--- src/rtl/assert_macros.svh ---
// Assertion macros shared by the wah filter modules.
// Each macro expects clk and rst_n to be visible where it is used.
`ifndef ASSERT_MACROS_SVH
`define ASSERT_MACROS_SVH

// A condition that must hold at every clock edge out of reset.
`define ASSERT_ALWAYS(lbl, expr, msg) \
  lbl: assert property (@(posedge clk) disable iff (!rst_n) (expr)) else $error(msg);

// When the antecedent holds, the consequent must hold in the same cycle.
`define ASSERT_IMPLY(lbl, ante, cons, msg) \
  lbl: assert property (@(posedge clk) disable iff (!rst_n) (ante) |-> (cons)) else $error(msg);

`endif

--- src/rtl/svfw_pkg.sv ---
// Shared types, constants and saturation helpers for the stereo wah filter.
// Used by svfw_mul, svfw_chan and stereo_svf_bandpass_wah_top; depends on nothing.
package svfw_pkg;

  localparam int SAMPLE_BITS    = 24;
  localparam int COEF_FRAC_BITS = 22;
  localparam int STATE_BITS     = 32;
  localparam int COEF_BITS      = COEF_FRAC_BITS + 2;

  // The multiplier consumes the coefficient one digit per cycle.
  localparam int DIGIT_BITS     = 4;
  localparam int NUM_DIGITS     = (COEF_BITS + DIGIT_BITS - 1) / DIGIT_BITS;
  localparam int COEF_PAD_BITS  = NUM_DIGITS * DIGIT_BITS;
  localparam int CNT_BITS       = $clog2(NUM_DIGITS + 1);

  localparam int CFG_INDEX_BITS = 2;
  localparam int CFG_DATA_BITS  = COEF_BITS;

  localparam logic [COEF_BITS-1:0] GAIN_RESET = COEF_BITS'(356873);
  localparam logic [COEF_BITS-1:0] DAMP_RESET = COEF_BITS'(4760891);
  localparam logic [COEF_BITS-1:0] NORM_RESET = COEF_BITS'(3824903);

  typedef enum logic [CFG_INDEX_BITS-1:0] {
    REG_ENABLE,
    REG_GAIN,
    REG_DAMP,
    REG_NORM
  } cfg_reg_t;

  typedef logic signed [STATE_BITS-1:0]  state_word_t;
  typedef logic signed [SAMPLE_BITS-1:0] pcm_word_t;
  typedef logic [COEF_BITS-1:0]          coef_t;

  localparam state_word_t STATE_MAX = {1'b0, {(STATE_BITS-1){1'b1}}};
  localparam state_word_t STATE_MIN = {1'b1, {(STATE_BITS-1){1'b0}}};
  localparam pcm_word_t   SAMPLE_MAX = {1'b0, {(SAMPLE_BITS-1){1'b1}}};
  localparam pcm_word_t   SAMPLE_MIN = {1'b1, {(SAMPLE_BITS-1){1'b0}}};

  typedef struct packed {
    coef_t gain;
    coef_t damp;
    coef_t norm;
  } coef_set_t;

  typedef struct packed {
    logic        start;
    coef_t       coef;
    state_word_t operand;
  } mul_req_t;

  typedef struct packed {
    logic        done;
    state_word_t result;
  } mul_rsp_t;

  typedef struct packed {
    logic      done;
    pcm_word_t y;
  } chan_rsp_t;

  typedef struct packed {
    logic signed [SAMPLE_BITS-1:0] left_in;
    logic signed [SAMPLE_BITS-1:0] right_in;
    logic                          block_last;
  } in_word_t;

  typedef struct packed {
    logic signed [SAMPLE_BITS-1:0] left_out;
    logic signed [SAMPLE_BITS-1:0] right_out;
    logic                          block_last_out;
  } out_word_t;

  // Add or subtract two state words, saturating to the state range.
  function automatic state_word_t sat_add(input state_word_t a, input state_word_t b,
                                          input logic sub);
    logic signed [STATE_BITS:0] ext_a;
    logic signed [STATE_BITS:0] ext_b;
    logic signed [STATE_BITS:0] sum;
    state_word_t                res;
    ext_a = {a[STATE_BITS-1], a};
    ext_b = {b[STATE_BITS-1], b};
    sum   = sub ? (ext_a - ext_b) : (ext_a + ext_b);
    if (sum[STATE_BITS] != sum[STATE_BITS-1]) begin
      res = sum[STATE_BITS] ? STATE_MIN : STATE_MAX;
    end else begin
      res = sum[STATE_BITS-1:0];
    end
    return res;
  endfunction

  // Saturate a state word to the sample range.
  function automatic pcm_word_t sat_sample(input state_word_t v);
    logic      fits;
    pcm_word_t res;
    fits = (&v[STATE_BITS-1:SAMPLE_BITS-1]) || !(|v[STATE_BITS-1:SAMPLE_BITS-1]);
    if (fits) begin
      res = v[SAMPLE_BITS-1:0];
    end else begin
      res = v[STATE_BITS-1] ? SAMPLE_MIN : SAMPLE_MAX;
    end
    return res;
  endfunction

endpackage

--- src/rtl/svfw_mul.sv ---
// Digit-serial coefficient multiplier: state word times unsigned coefficient,
// rounded and saturated to the state range. Depends on svfw_pkg.
module svfw_mul (
  input  logic              clk,
  input  logic              rst_n,
  input  svfw_pkg::mul_req_t req,
  output svfw_pkg::mul_rsp_t rsp
);

  `include "assert_macros.svh"

  localparam int PP_BITS   = svfw_pkg::STATE_BITS + svfw_pkg::DIGIT_BITS + 1;
  localparam int PROD_BITS = svfw_pkg::STATE_BITS + svfw_pkg::COEF_PAD_BITS + 1;
  localparam int SH_BITS   = PROD_BITS + 1 - svfw_pkg::COEF_FRAC_BITS;
  localparam logic signed [PROD_BITS:0] RND_HALF =
    (PROD_BITS+1)'(64'd1 << (svfw_pkg::COEF_FRAC_BITS - 1));

  logic [svfw_pkg::COEF_PAD_BITS-1:0]  coef_sr_r;
  svfw_pkg::state_word_t               v_r;
  logic signed [PROD_BITS-1:0]         acc_r;
  logic signed [PROD_BITS-1:0]         acc_nxt;
  logic [svfw_pkg::CNT_BITS-1:0]       cnt_r;
  logic                                busy_r;
  logic                                fin_r;
  logic                                done_r;
  svfw_pkg::state_word_t               result_r;

  logic [svfw_pkg::DIGIT_BITS-1:0]     digit;
  logic signed [PP_BITS-1:0]           pp;
  logic signed [PROD_BITS:0]           rnd;
  logic signed [SH_BITS-1:0]           sh;
  logic                                sh_fits;
  svfw_pkg::state_word_t               sat_res;

  // Most significant digit first: shift the running sum up one digit and
  // add the operand times the next digit.
  always_comb begin
    digit   = coef_sr_r[svfw_pkg::COEF_PAD_BITS-1 -: svfw_pkg::DIGIT_BITS];
    pp      = PP_BITS'(v_r) * PP_BITS'($signed({1'b0, digit}));
    acc_nxt = (acc_r <<< svfw_pkg::DIGIT_BITS) + PROD_BITS'(pp);
  end

  // Round half up, drop the fraction bits, then saturate.
  always_comb begin
    rnd     = (PROD_BITS+1)'(acc_r) + RND_HALF;
    sh      = rnd[PROD_BITS:svfw_pkg::COEF_FRAC_BITS];
    sh_fits = (&sh[SH_BITS-1:svfw_pkg::STATE_BITS-1]) ||
              !(|sh[SH_BITS-1:svfw_pkg::STATE_BITS-1]);
    if (sh_fits) begin
      sat_res = sh[svfw_pkg::STATE_BITS-1:0];
    end else begin
      sat_res = sh[SH_BITS-1] ? svfw_pkg::STATE_MIN : svfw_pkg::STATE_MAX;
    end
  end

  always_ff @(posedge clk) begin
    if (!rst_n) begin
      busy_r <= 1'b0;
      fin_r  <= 1'b0;
      done_r <= 1'b0;
      cnt_r  <= '0;
    end else begin
      done_r <= 1'b0;
      if (req.start) begin
        coef_sr_r <= svfw_pkg::COEF_PAD_BITS'(req.coef);
        v_r       <= req.operand;
        acc_r     <= '0;
        cnt_r     <= svfw_pkg::CNT_BITS'(svfw_pkg::NUM_DIGITS);
        busy_r    <= 1'b1;
      end else if (busy_r) begin
        acc_r     <= acc_nxt;
        coef_sr_r <= coef_sr_r << svfw_pkg::DIGIT_BITS;
        cnt_r     <= cnt_r - svfw_pkg::CNT_BITS'(1);
        if (cnt_r == svfw_pkg::CNT_BITS'(1)) begin
          busy_r <= 1'b0;
          fin_r  <= 1'b1;
        end
      end else if (fin_r) begin
        result_r <= sat_res;
        fin_r    <= 1'b0;
        done_r   <= 1'b1;
      end
    end
  end

  assign rsp.done   = done_r;
  assign rsp.result = result_r;

  `ASSERT_ALWAYS(a_no_restart, !(req.start && (busy_r || fin_r)), "multiplier restarted mid-run")

endmodule

--- src/rtl/svfw_chan.sv ---
// One channel of the trapezoidal state variable filter: integrator state,
// operation sequencer and a digit-serial multiplier. Depends on svfw_pkg, svfw_mul.
module svfw_chan (
  input  logic                 clk,
  input  logic                 rst_n,
  input  logic                 go,
  input  svfw_pkg::pcm_word_t  x,
  input  svfw_pkg::coef_set_t  coefs,
  output svfw_pkg::chan_rsp_t  rsp
);

  typedef enum logic [3:0] {
    C_IDLE,
    C_MUL_G1,
    C_SUB_X,
    C_SUB_Z2,
    C_MUL_D,
    C_MUL_GHP,
    C_ADD_BP,
    C_MUL_GBP,
    C_ADD_LP,
    C_UPDATE
  } state_t;

  state_t                state_r;
  logic                  start_r;
  logic                  done_r;
  svfw_pkg::pcm_word_t   y_r;
  svfw_pkg::state_word_t z1_r;
  svfw_pkg::state_word_t z2_r;
  svfw_pkg::state_word_t x_r;
  svfw_pkg::state_word_t t_r;
  svfw_pkg::state_word_t ghp_r;
  svfw_pkg::state_word_t bp_r;
  svfw_pkg::state_word_t gbp_r;
  svfw_pkg::state_word_t lp_r;

  svfw_pkg::mul_req_t mul_req;
  svfw_pkg::mul_rsp_t mul_rsp;

  // The operands are chosen by the multiply step in progress; the multiplier
  // captures them in the cycle that start is high.
  always_comb begin
    mul_req.start   = start_r;
    mul_req.coef    = coefs.gain;
    mul_req.operand = bp_r;
    unique case (state_r)
      C_MUL_G1: begin
        mul_req.coef    = coefs.damp;
        mul_req.operand = z1_r;
      end
      C_MUL_D: begin
        mul_req.coef    = coefs.norm;
        mul_req.operand = t_r;
      end
      C_MUL_GHP: begin
        mul_req.coef    = coefs.gain;
        mul_req.operand = t_r;
      end
      default: begin
        mul_req.coef    = coefs.gain;
        mul_req.operand = bp_r;
      end
    endcase
  end

  svfw_mul u_mul (
    .clk   (clk),
    .rst_n (rst_n),
    .req   (mul_req),
    .rsp   (mul_rsp)
  );

  always_ff @(posedge clk) begin
    if (!rst_n) begin
      state_r <= C_IDLE;
      start_r <= 1'b0;
      done_r  <= 1'b0;
      z1_r    <= '0;
      z2_r    <= '0;
    end else begin
      start_r <= 1'b0;
      done_r  <= 1'b0;
      unique case (state_r)
        C_IDLE: begin
          if (go) begin
            x_r     <= svfw_pkg::STATE_BITS'(x);
            start_r <= 1'b1;
            state_r <= C_MUL_G1;
          end
        end
        C_MUL_G1: begin
          if (mul_rsp.done) begin
            t_r     <= mul_rsp.result;
            state_r <= C_SUB_X;
          end
        end
        C_SUB_X: begin
          t_r     <= svfw_pkg::sat_add(x_r, t_r, 1'b1);
          state_r <= C_SUB_Z2;
        end
        C_SUB_Z2: begin
          t_r     <= svfw_pkg::sat_add(t_r, z2_r, 1'b1);
          start_r <= 1'b1;
          state_r <= C_MUL_D;
        end
        C_MUL_D: begin
          // The high-pass value replaces the bracketed sum in t_r.
          if (mul_rsp.done) begin
            t_r     <= mul_rsp.result;
            start_r <= 1'b1;
            state_r <= C_MUL_GHP;
          end
        end
        C_MUL_GHP: begin
          if (mul_rsp.done) begin
            ghp_r   <= mul_rsp.result;
            state_r <= C_ADD_BP;
          end
        end
        C_ADD_BP: begin
          bp_r    <= svfw_pkg::sat_add(ghp_r, z1_r, 1'b0);
          start_r <= 1'b1;
          state_r <= C_MUL_GBP;
        end
        C_MUL_GBP: begin
          if (mul_rsp.done) begin
            gbp_r   <= mul_rsp.result;
            state_r <= C_ADD_LP;
          end
        end
        C_ADD_LP: begin
          lp_r    <= svfw_pkg::sat_add(gbp_r, z2_r, 1'b0);
          state_r <= C_UPDATE;
        end
        C_UPDATE: begin
          z1_r    <= svfw_pkg::sat_add(ghp_r, bp_r, 1'b0);
          z2_r    <= svfw_pkg::sat_add(gbp_r, lp_r, 1'b0);
          y_r     <= svfw_pkg::sat_sample(bp_r);
          done_r  <= 1'b1;
          state_r <= C_IDLE;
        end
        default: begin
          state_r <= C_IDLE;
        end
      endcase
    end
  end

  assign rsp.done = done_r;
  assign rsp.y    = y_r;

endmodule

--- src/rtl/stereo_svf_bandpass_wah_top.sv ---
// Stereo band-pass wah: two state variable filter lanes run side by side.
// Filtering: each word runs through four sequential passes of each lane's digit multiplier,
// and no new word is taken until the last result is in the output register.
// Pass-through (enable low): the input word is registered and sent on through T_WAIT.
// Synchronous active-low reset clears the integrators and loads the default coefficients.
// Depends on svfw_pkg and svfw_chan.
module stereo_svf_bandpass_wah_top (
  input  logic                                  clk,
  input  logic                                  rst_n,
  input  logic                                  in_valid,
  output logic                                  in_ready,
  input  svfw_pkg::in_word_t                    in_data,
  output logic                                  out_valid,
  input  logic                                  out_ready,
  output svfw_pkg::out_word_t                   out_data,
  input  logic                                  cfg_we,
  input  logic [svfw_pkg::CFG_INDEX_BITS-1:0]   cfg_index,
  input  logic [svfw_pkg::CFG_DATA_BITS-1:0]    cfg_wdata
);

  `include "assert_macros.svh"

  typedef enum logic [1:0] {
    T_IDLE,
    T_RUN,
    T_WAIT
  } state_t;

  state_t              state_r;
  logic                enable_r;
  svfw_pkg::coef_set_t coefs_r;
  svfw_pkg::in_word_t  in_r;
  logic                bypass_r;
  logic                out_valid_r;
  svfw_pkg::out_word_t out_data_r;

  logic                accept;
  logic                go;
  svfw_pkg::chan_rsp_t l_rsp;
  svfw_pkg::chan_rsp_t r_rsp;
  svfw_pkg::out_word_t result;

  assign in_ready = (state_r == T_IDLE);
  assign accept   = in_valid && in_ready;
  assign go       = accept && enable_r;

  // Configuration registers.
  always_ff @(posedge clk) begin
    if (!rst_n) begin
      enable_r      <= 1'b0;
      coefs_r.gain  <= svfw_pkg::GAIN_RESET;
      coefs_r.damp  <= svfw_pkg::DAMP_RESET;
      coefs_r.norm  <= svfw_pkg::NORM_RESET;
    end else if (cfg_we) begin
      unique case (svfw_pkg::cfg_reg_t'(cfg_index))
        svfw_pkg::REG_ENABLE: enable_r     <= cfg_wdata[0];
        svfw_pkg::REG_GAIN:   coefs_r.gain <= cfg_wdata[svfw_pkg::COEF_BITS-1:0];
        svfw_pkg::REG_DAMP:   coefs_r.damp <= cfg_wdata[svfw_pkg::COEF_BITS-1:0];
        svfw_pkg::REG_NORM:   coefs_r.norm <= cfg_wdata[svfw_pkg::COEF_BITS-1:0];
      endcase
    end
  end

  svfw_chan u_left (
    .clk   (clk),
    .rst_n (rst_n),
    .go    (go),
    .x     (in_data.left_in),
    .coefs (coefs_r),
    .rsp   (l_rsp)
  );

  svfw_chan u_right (
    .clk   (clk),
    .rst_n (rst_n),
    .go    (go),
    .x     (in_data.right_in),
    .coefs (coefs_r),
    .rsp   (r_rsp)
  );

  // The lane outputs hold until the next start, so the result can be built late.
  always_comb begin
    result.block_last_out = in_r.block_last;
    if (bypass_r) begin
      result.left_out  = in_r.left_in;
      result.right_out = in_r.right_in;
    end else begin
      result.left_out  = l_rsp.y;
      result.right_out = r_rsp.y;
    end
  end

  always_ff @(posedge clk) begin
    if (!rst_n) begin
      state_r     <= T_IDLE;
      out_valid_r <= 1'b0;
      bypass_r    <= 1'b0;
    end else begin
      // A new word loaded from T_WAIT takes over the output register itself.
      if (out_valid_r && out_ready && state_r != T_WAIT) begin
        out_valid_r <= 1'b0;
      end
      unique case (state_r)
        T_IDLE: begin
          if (accept) begin
            in_r     <= in_data;
            bypass_r <= !enable_r;
            state_r  <= enable_r ? T_RUN : T_WAIT;
          end
        end
        T_RUN: begin
          if (l_rsp.done) begin
            state_r <= T_WAIT;
          end
        end
        T_WAIT: begin
          if (!out_valid_r || out_ready) begin
            out_data_r  <= result;
            out_valid_r <= 1'b1;
            state_r     <= T_IDLE;
          end
        end
        default: begin
          state_r <= T_IDLE;
        end
      endcase
    end
  end

  assign out_valid = out_valid_r;
  assign out_data  = out_data_r;

  `ASSERT_ALWAYS(a_lanes_lockstep, l_rsp.done == r_rsp.done, "filter lanes finished apart")
  `ASSERT_IMPLY(a_done_in_run, l_rsp.done, state_r == T_RUN, "lane finished outside a run")
  `ASSERT_IMPLY(a_out_from_wait, $rose(out_valid_r), $past(state_r == T_WAIT), "output word without a result")

endmodule

--- config.mk ---
export PLATFORM = sky130hd
export DESIGN_NAME = stereo_svf_bandpass_wah_top
export DESIGN_NICKNAME = d
export VERILOG_FILES = /design/src/rtl/svfw_pkg.sv /design/src/rtl/svfw_mul.sv /design/src/rtl/svfw_chan.sv /design/src/rtl/stereo_svf_bandpass_wah_top.sv
export VERILOG_INCLUDE_DIRS = /design/src /design/src/rtl
export SDC_FILE = /design/constraint.sdc
export NUM_CORES = 2
export LEC_CHECK = 0
export ABC_AREA = 0
export BUFFER_PORTS_ARGS = -buffer_cell sky130_fd_sc_hd__buf_4
export CORE_ASPECT_RATIO = 0.8
export CORE_MARGIN = 2
export CORE_UTILIZATION = 50
export CTS_BUF_LIST = sky130_fd_sc_hd__clkbuf_8
export CTS_CLUSTER_SIZE = 16
export DETAILED_ROUTE_END_ITERATION = 10
export PLACE_DENSITY = 0.77
export SETUP_SLACK_MARGIN = 0.2
export SYNTH_ARGS = -nofsm -noshare
export SYNTH_HDL_FRONTEND = slang
export SYNTH_HIERARCHICAL = 1
export SYNTH_SLANG_ARGS = --single-unit
--- constraint.sdc ---
create_clock -name clk -period 10.79 [get_ports clk]
set_clock_uncertainty 0.15 [all_clocks]
set_input_delay 0 -clock clk [delete_from_list [all_inputs] [get_ports clk]]
set_output_delay 0 -clock clk [all_outputs]
set_load 0.05 [all_outputs]
### Word level (Yosys, flattened, before mapping)

Index checks and enable logic that the tools add are counted.

* $add $sub $neg: 18
* multiply operators: 2
* divide/modulo/power cells: 0
* $lt $le $gt $ge: 0
* equality and inequality tests: 55
* shift-type cells: 0
* multiplexer cells: 86
* bitwise logic cells: 5
* reductions and logical operators: 71

Operators by type and width (count)
* 32-bit two-way mux: 30
* 56-bit case mux with 3 select lines: 2
* 32-bit by 32-bit adder with 33-bit output: 8
* 24-bit two-way mux: 8
* 32-bit case mux with 3 select lines: 2
* 57-bit by 23-bit adder with 58-bit output (second input constant): 2
* 57-bit by 37-bit adder with 57-bit output: 2
* 57-bit two-way mux: 2
* 32-bit by 5-bit multiplier with 37-bit output: 2
* 4-bit case mux with 9 select lines: 2
* 24-bit by 32-bit subtractor with 33-bit output: 2
* 32-bit by 32-bit subtractor with 33-bit output: 2
* 48-bit two-way mux: 1
* 4-bit two-way mux: 9
* 2-bit AND reduction: 17
* 3-bit AND reduction: 11
* 4-bit by 3-bit equality test with 1-bit output (second input constant): 8
* 2-bit inequality test (second input constant): 12
* 5-bit AND reduction: 4
* 1-bit two-way mux: 19
* 9-bit AND reduction: 2
* 9-bit OR reduction: 2
* 4-bit by 2-bit equality test with 1-bit output (second input constant): 4
* 4-bit equality test (second input constant): 4
* 23 further kinds: 80

* bits in registers: 1032
* latch bits: 0
* RAM bits: 0
* memory bits (read-only): 0
* bits of input ports: 80
* output and inout bits: 51
* logic and storage cells: 291
* memories: 0

### Depth between registers and ports, before layout

* depth in word-level cells: 5
* depth in mapped cells: 20

### Hierarchy

Netlist, hierarchy kept.

Modules (own cells, without submodules)
* svfw_chan (u_right): times used 1, cells an instance 2473, area each 21727.1 sq um
* svfw_chan (u_left): times used 1, cells an instance 2457, area each 21514.4 sq um
* svfw_mul (u_left.u_mul): times used 1, cells an instance 1520, area each 14717.9 sq um
* svfw_mul (u_right.u_mul): times used 1, cells an instance 1510, area each 14639.0 sq um
* stereo_svf_bandpass_wah_top: times used 1, cells an instance 494, area each 6531.3 sq um

### Least setup slack after synthesis

OpenSTA, ideal clock, no wires.

* path type: register to register
* start: register u_left/u_mul/coef_sr_r[21] (netlist name)
* end: register u_left.u_mul.acc_r[46] (data pin)
* setup time: 0.260 ns
* arrival time: 5.035 ns
* required time: 10.380 ns
* slack: 5.345 ns
* cell stages (with the launch flop): 17
* buffers on the path: 0
* clock period less this slack: 5.445 ns
* cell sequence: edfxtp_1 > and2_1 > inv_1 > fa_1 > inv_1 > fa_1 > inv_1 > fa_1 > inv_1 > ha_1 > and3_1 > a221o_1 > a21oi_1 > o22ai_1 > a211oi_1 > o41a_1 > mux2_2

* longest elaborated chain between the ends: 3

Ends and longest elaborated chain
* start: declaration: RTL line svfw_mul.sv:18 `logic [svfw_pkg::COEF_PAD_BITS-1:0] coef_sr_r;`
* start signal: assignment: RTL line svfw_mul.sv:65 `coef_sr_r <= svfw_pkg::COEF_PAD_BITS'(req.coef);`
* start signal: assignment: RTL line svfw_mul.sv:72 `coef_sr_r <= coef_sr_r << svfw_pkg::DIGIT_BITS;`
* 32-bit by 5-bit multiplier with 37-bit output: RTL line svfw_mul.sv:39 `pp = PP_BITS'(v_r) * PP_BITS'($signed({1'b0, digit}));`
* 57-bit by 37-bit adder with 57-bit output: RTL line svfw_mul.sv:40 `acc_nxt = (acc_r <<< svfw_pkg::DIGIT_BITS) + PROD_BITS'(pp);`
* 57-bit two-way mux: RTL line svfw_mul.sv:70 `end else if (busy_r) begin`
* end signal: assignment: RTL line svfw_mul.sv:71 `acc_r <= acc_nxt;`
* end: declaration: RTL line svfw_mul.sv:20 `logic signed [PROD_BITS-1:0] acc_r;`

No other way between the ends. The select of a mux whose other input is x is not followed.
A chain may end at the register's enable or synchronous reset.

### Worst setup path in the final report

Ends and elaborated chain as after synthesis.

==> metrics.sh <==
RUN_STATUS='finished, final reports clean'
GRT_SETUP_UNREPAIRED='no'
MIN_TO='enable_r'
CTS.REPORTEDPATHS.CLKPINSLEW_NS=0.06
POSTPLACECELLAREA_SQ_MM=0.0820
FIRST_GLOBAL_VIAS=63560
FMAXACHIEVABLE_MHz=152
LAUNCH_POINT_OF_THE_WORST_REG_TO_REG_PATH='u_left/u_mul/coef_sr_r[21]'
MIN_PATH_CELLS=5
POST_CTS_RESIZED=0
FILLER_CELL_COUNT=13671
FINALINSTANCEAREA_SQ_MM=0.0874
AREA_OF_THE_DIE_SQ_MM=0.161
START_UTIL_PCT=50.3
SYNTHESIS.INSTANCES=8451
SYNTHTOLAYOUTAREAGROWTH_PCT=10.5
NUMPORTBUFFERS=130
CRIT_PATH_LEADING_DELAY_FAMILY='adder cells'
GRTUSAGETOTAL_PCT=30.5
DETAIL_ROUTE.FIRST_PASS.ITERATIONS=8
ROWS=130
DETAILEDROUTE.FIRSTITERATIONVIOLATIONS=8111
LAYOUT.AREA.SEQ_SQ_MM=0.0287
WIRELENGTH_MM=252
MULTI_INPUT_AREA_SQ_MM=0.0461
SYN_AREA_PER_CELL_SQ_UM=9.36
CRITICAL-PATH-SLOWEST-CELL='and2_1'
SYN-NUM-NETS=9435
GR-TOTAL-OVERFLOW=0
MAX-SLEW-MARGIN-REL_PCT=11.3
WORST-ENDPOINT-REQUIRED_NS=11.34
CRITICAL_PATH_ARRIVAL_NS=7.13
NUMBER_OF_ANTENNA_VIOLATIONS_AT_THE_FIRST_CHECK_IN_GLOBAL_ROUTING=28
BUFFERS_FROM_CLOCK_ROOT_TO_SINK_AT_MOST=3
FINAL_NETS=9650
DRC=0
POWER_FRAC_CLOCK_PCT=43.1
SUM_NEG_SETUP_SLACK_NS=0
CORE_REGION_AREA_SQ_MM=0.157
CRITPATHCAPTURETYPE='register'
DIE_WIDTH_UM=449
PLACE.DETAILED.HPWL_MM=188
HP-CLASS='in2reg'
CELL_INTERNAL_PWR_mW=6.45
FINALWORSTSETUPSLACK_NS=4.21
TIMING.CRITICAL_PATH.FROM_TYPE='register'
DP.CELLS=10419
CRITICAL_PATH.N_BUFFERS_INVERTERS=5
CRIT_PATH_MAX_INCR_DELAY_NS=0.95
WORSTSETUPPATHTYPE='reg2reg'
FRACTION_OF_FINAL_LAYOUT_CELLS_SIZED_BEYOND_DRIVE_STRENGTH_1_PCT=8.79
TRITONCTS='built'
REGTOREGENDPOINT='u_left/u_mul/acc_r[46]'
CTS_MADE_BUFFERS=183
SW_FRAC_OF_TOTAL_PCT=25.7
DIE_HEIGHT_UM=360
TIMING.CRITICAL_PATH.FANOUT_MAX=32
COMBINATIONALPOWERSHARE_PCT=7.1
CP_COMMON_CELL='inv_1'
POWER.DENSITY_CELL_AREA_mW_PER_MM2=99.2
GRT_PASS1_WL_MM=384
WL_PER_CELL_UM=23.1
TOTALPOWERFINAL_mW=8.67
SYN-CELL-AREA_SQ_MM=0.0791
SEQPWRFRAC_PCT=49.8
PRE_CTS_SLACK_NS=4.20
VDD_IR_DROP_MAX_uV=96.8
CLOCK_SINKS=1032
FINAL_CELLS=10951
TIMING.FINAL.HOLD_VIOLATIONS=0
CTS-HTREE-LEVELS=4
MOST_FREQUENT_STANDARD_CELL_IN_THE_LAYOUT_EXCLUDING_FILL_AND_TAP_CELLS='nand2_1'
LAYOUT_COMMON_CELLS='nand2_1, a21oi_1, inv_1, edfxtp_1, ha_1'
CTSROOTBUFFERMASTER='clkbuf_8'
TIMING.CRITICAL_PATH.CELLS='buf_4 > and2_1 > inv_1 > fa_1 > inv_1 > fa_1 > inv_1 > fa_1 > inv_1 > ha_1 > and3_1 > a221o_1 > a21oi_1 > o22ai_1 > a211oi_1 > o41a_1 > mux2_2'
MAXSLEWVIOLCOUNT=0
FIN_CRIT_SH_PCT=61.0
DESIGN.PORTCOUNT=131
TIMING_WORST_SLEW_PIN_VALUE_NS=1.32
VIA_PER_INST=6.12
TOTAL_SWITCHING_POWER_mW=2.23
GRT_START_MAX_NET_PINS=74
CLOCK_INSERTION_DELAY_WORST_SKEW_NS=0.96
YOSYSWARNINGS=6
ANT_NETS=0
SETUP.REG_TO_REG.WORST_SLACK_NS=4.21
TIMING.HOLD.WORST.START='cfg_we'
VIA_COUNT=67032
TIMING.MAX_CAP.VIOLATIONS=0
R2R_CELLS=17
FINAL_PERIOD_MINUS_WORST_SETUP_SLACK_NS=6.58
ROUTABILITYCONGESTION=1.02
WORST_SETUP_PATH_STARTPOINT='u_left/u_mul/coef_sr_r[21]'
SETUP_VIOL=0
LEAKAGE_nW=36.3
[tightest hold or removal path, delay by kind of cell]
kind | cells | cell delay, ns
muxes | 1 | 0.14
and+or+nand+nor | 2 | 0.20
buffers and inverters | 2 | 0.82
[metrics by stage]
step           utilization (%)  hold slack, ns
6_report                  55.6           0.134
3_5_place_dp              52.2          0.0305
4_1_cts                   55.6          0.0565
5_1_grt                   55.6           0.127
3_3_place_gp              52.2          0.0356
2_1_floorplan                -         -0.0511
[worst max-delay path by stage]
stage,end,cells after the start
2_1_floorplan,u_left/u_mul/acc_r[46],16
3_3_place_gp,u_left/u_mul/acc_r[46],17
3_5_place_dp,u_left/u_mul/acc_r[46],17
4_1_cts,u_left/u_mul/acc_r[46],17
5_1_grt,u_left/u_mul/acc_r[42],17
6_report,u_left/u_mul/acc_r[46],17
[routing by layer]
layer | global-route usage [%] | part of all wire [%] | vias up
li1 | - | - | 30574
met1 | 45.7 | 44 | 32343
met2 | 42.7 | 40 | 3657
met3 | 8.36 | 12 | 452
met4 | 8.52 | 2.8 | 6
met5 | 0 | 0.077 | -
[final cells by class]
| class | instances | share of cell area (%) |
|---|---|---|
| Antenna cell | 14 | 0.0401 |
| Clock buffer | 202 | 3.18 |
| Clock inverter | 142 | 0.988 |
| Inverter | 770 | 3.31 |
| Multi-Input combinational cell | 6297 | 52.8 |
| Sequential cell | 1032 | 32.9 |
| Tap cell | 2112 | 3.02 |
| Timing Repair Buffer | 382 | 3.80 |
[registers in the layout (all words and copies together), names as in the netlist, 49 cells and up]
register             cells
in_r                    49
u_left/u_mul/acc_r      57
out_data                49
u_right/u_mul/acc_r     57
coefs_r                 72
[power groups by stage]
stage | sequential, mW | combinational, mW | clock, mW
floorplan | 4.42 | 0.347 | 0
global placement | 4.40 | 0.533 | 0
detailed placement | 4.40 | 0.546 | 0
CTS | 4.32 | 0.602 | 3.78
global route | 4.32 | 0.667 | 3.96
finish | 4.32 | 0.615 | 3.74
[timing repair]
item / CTS / global route
hold endpoints to repair: 416 / 0
hold buffers: 174 / 0
setup buffers: 0 / 0
(Power assumes the default switching activity.)
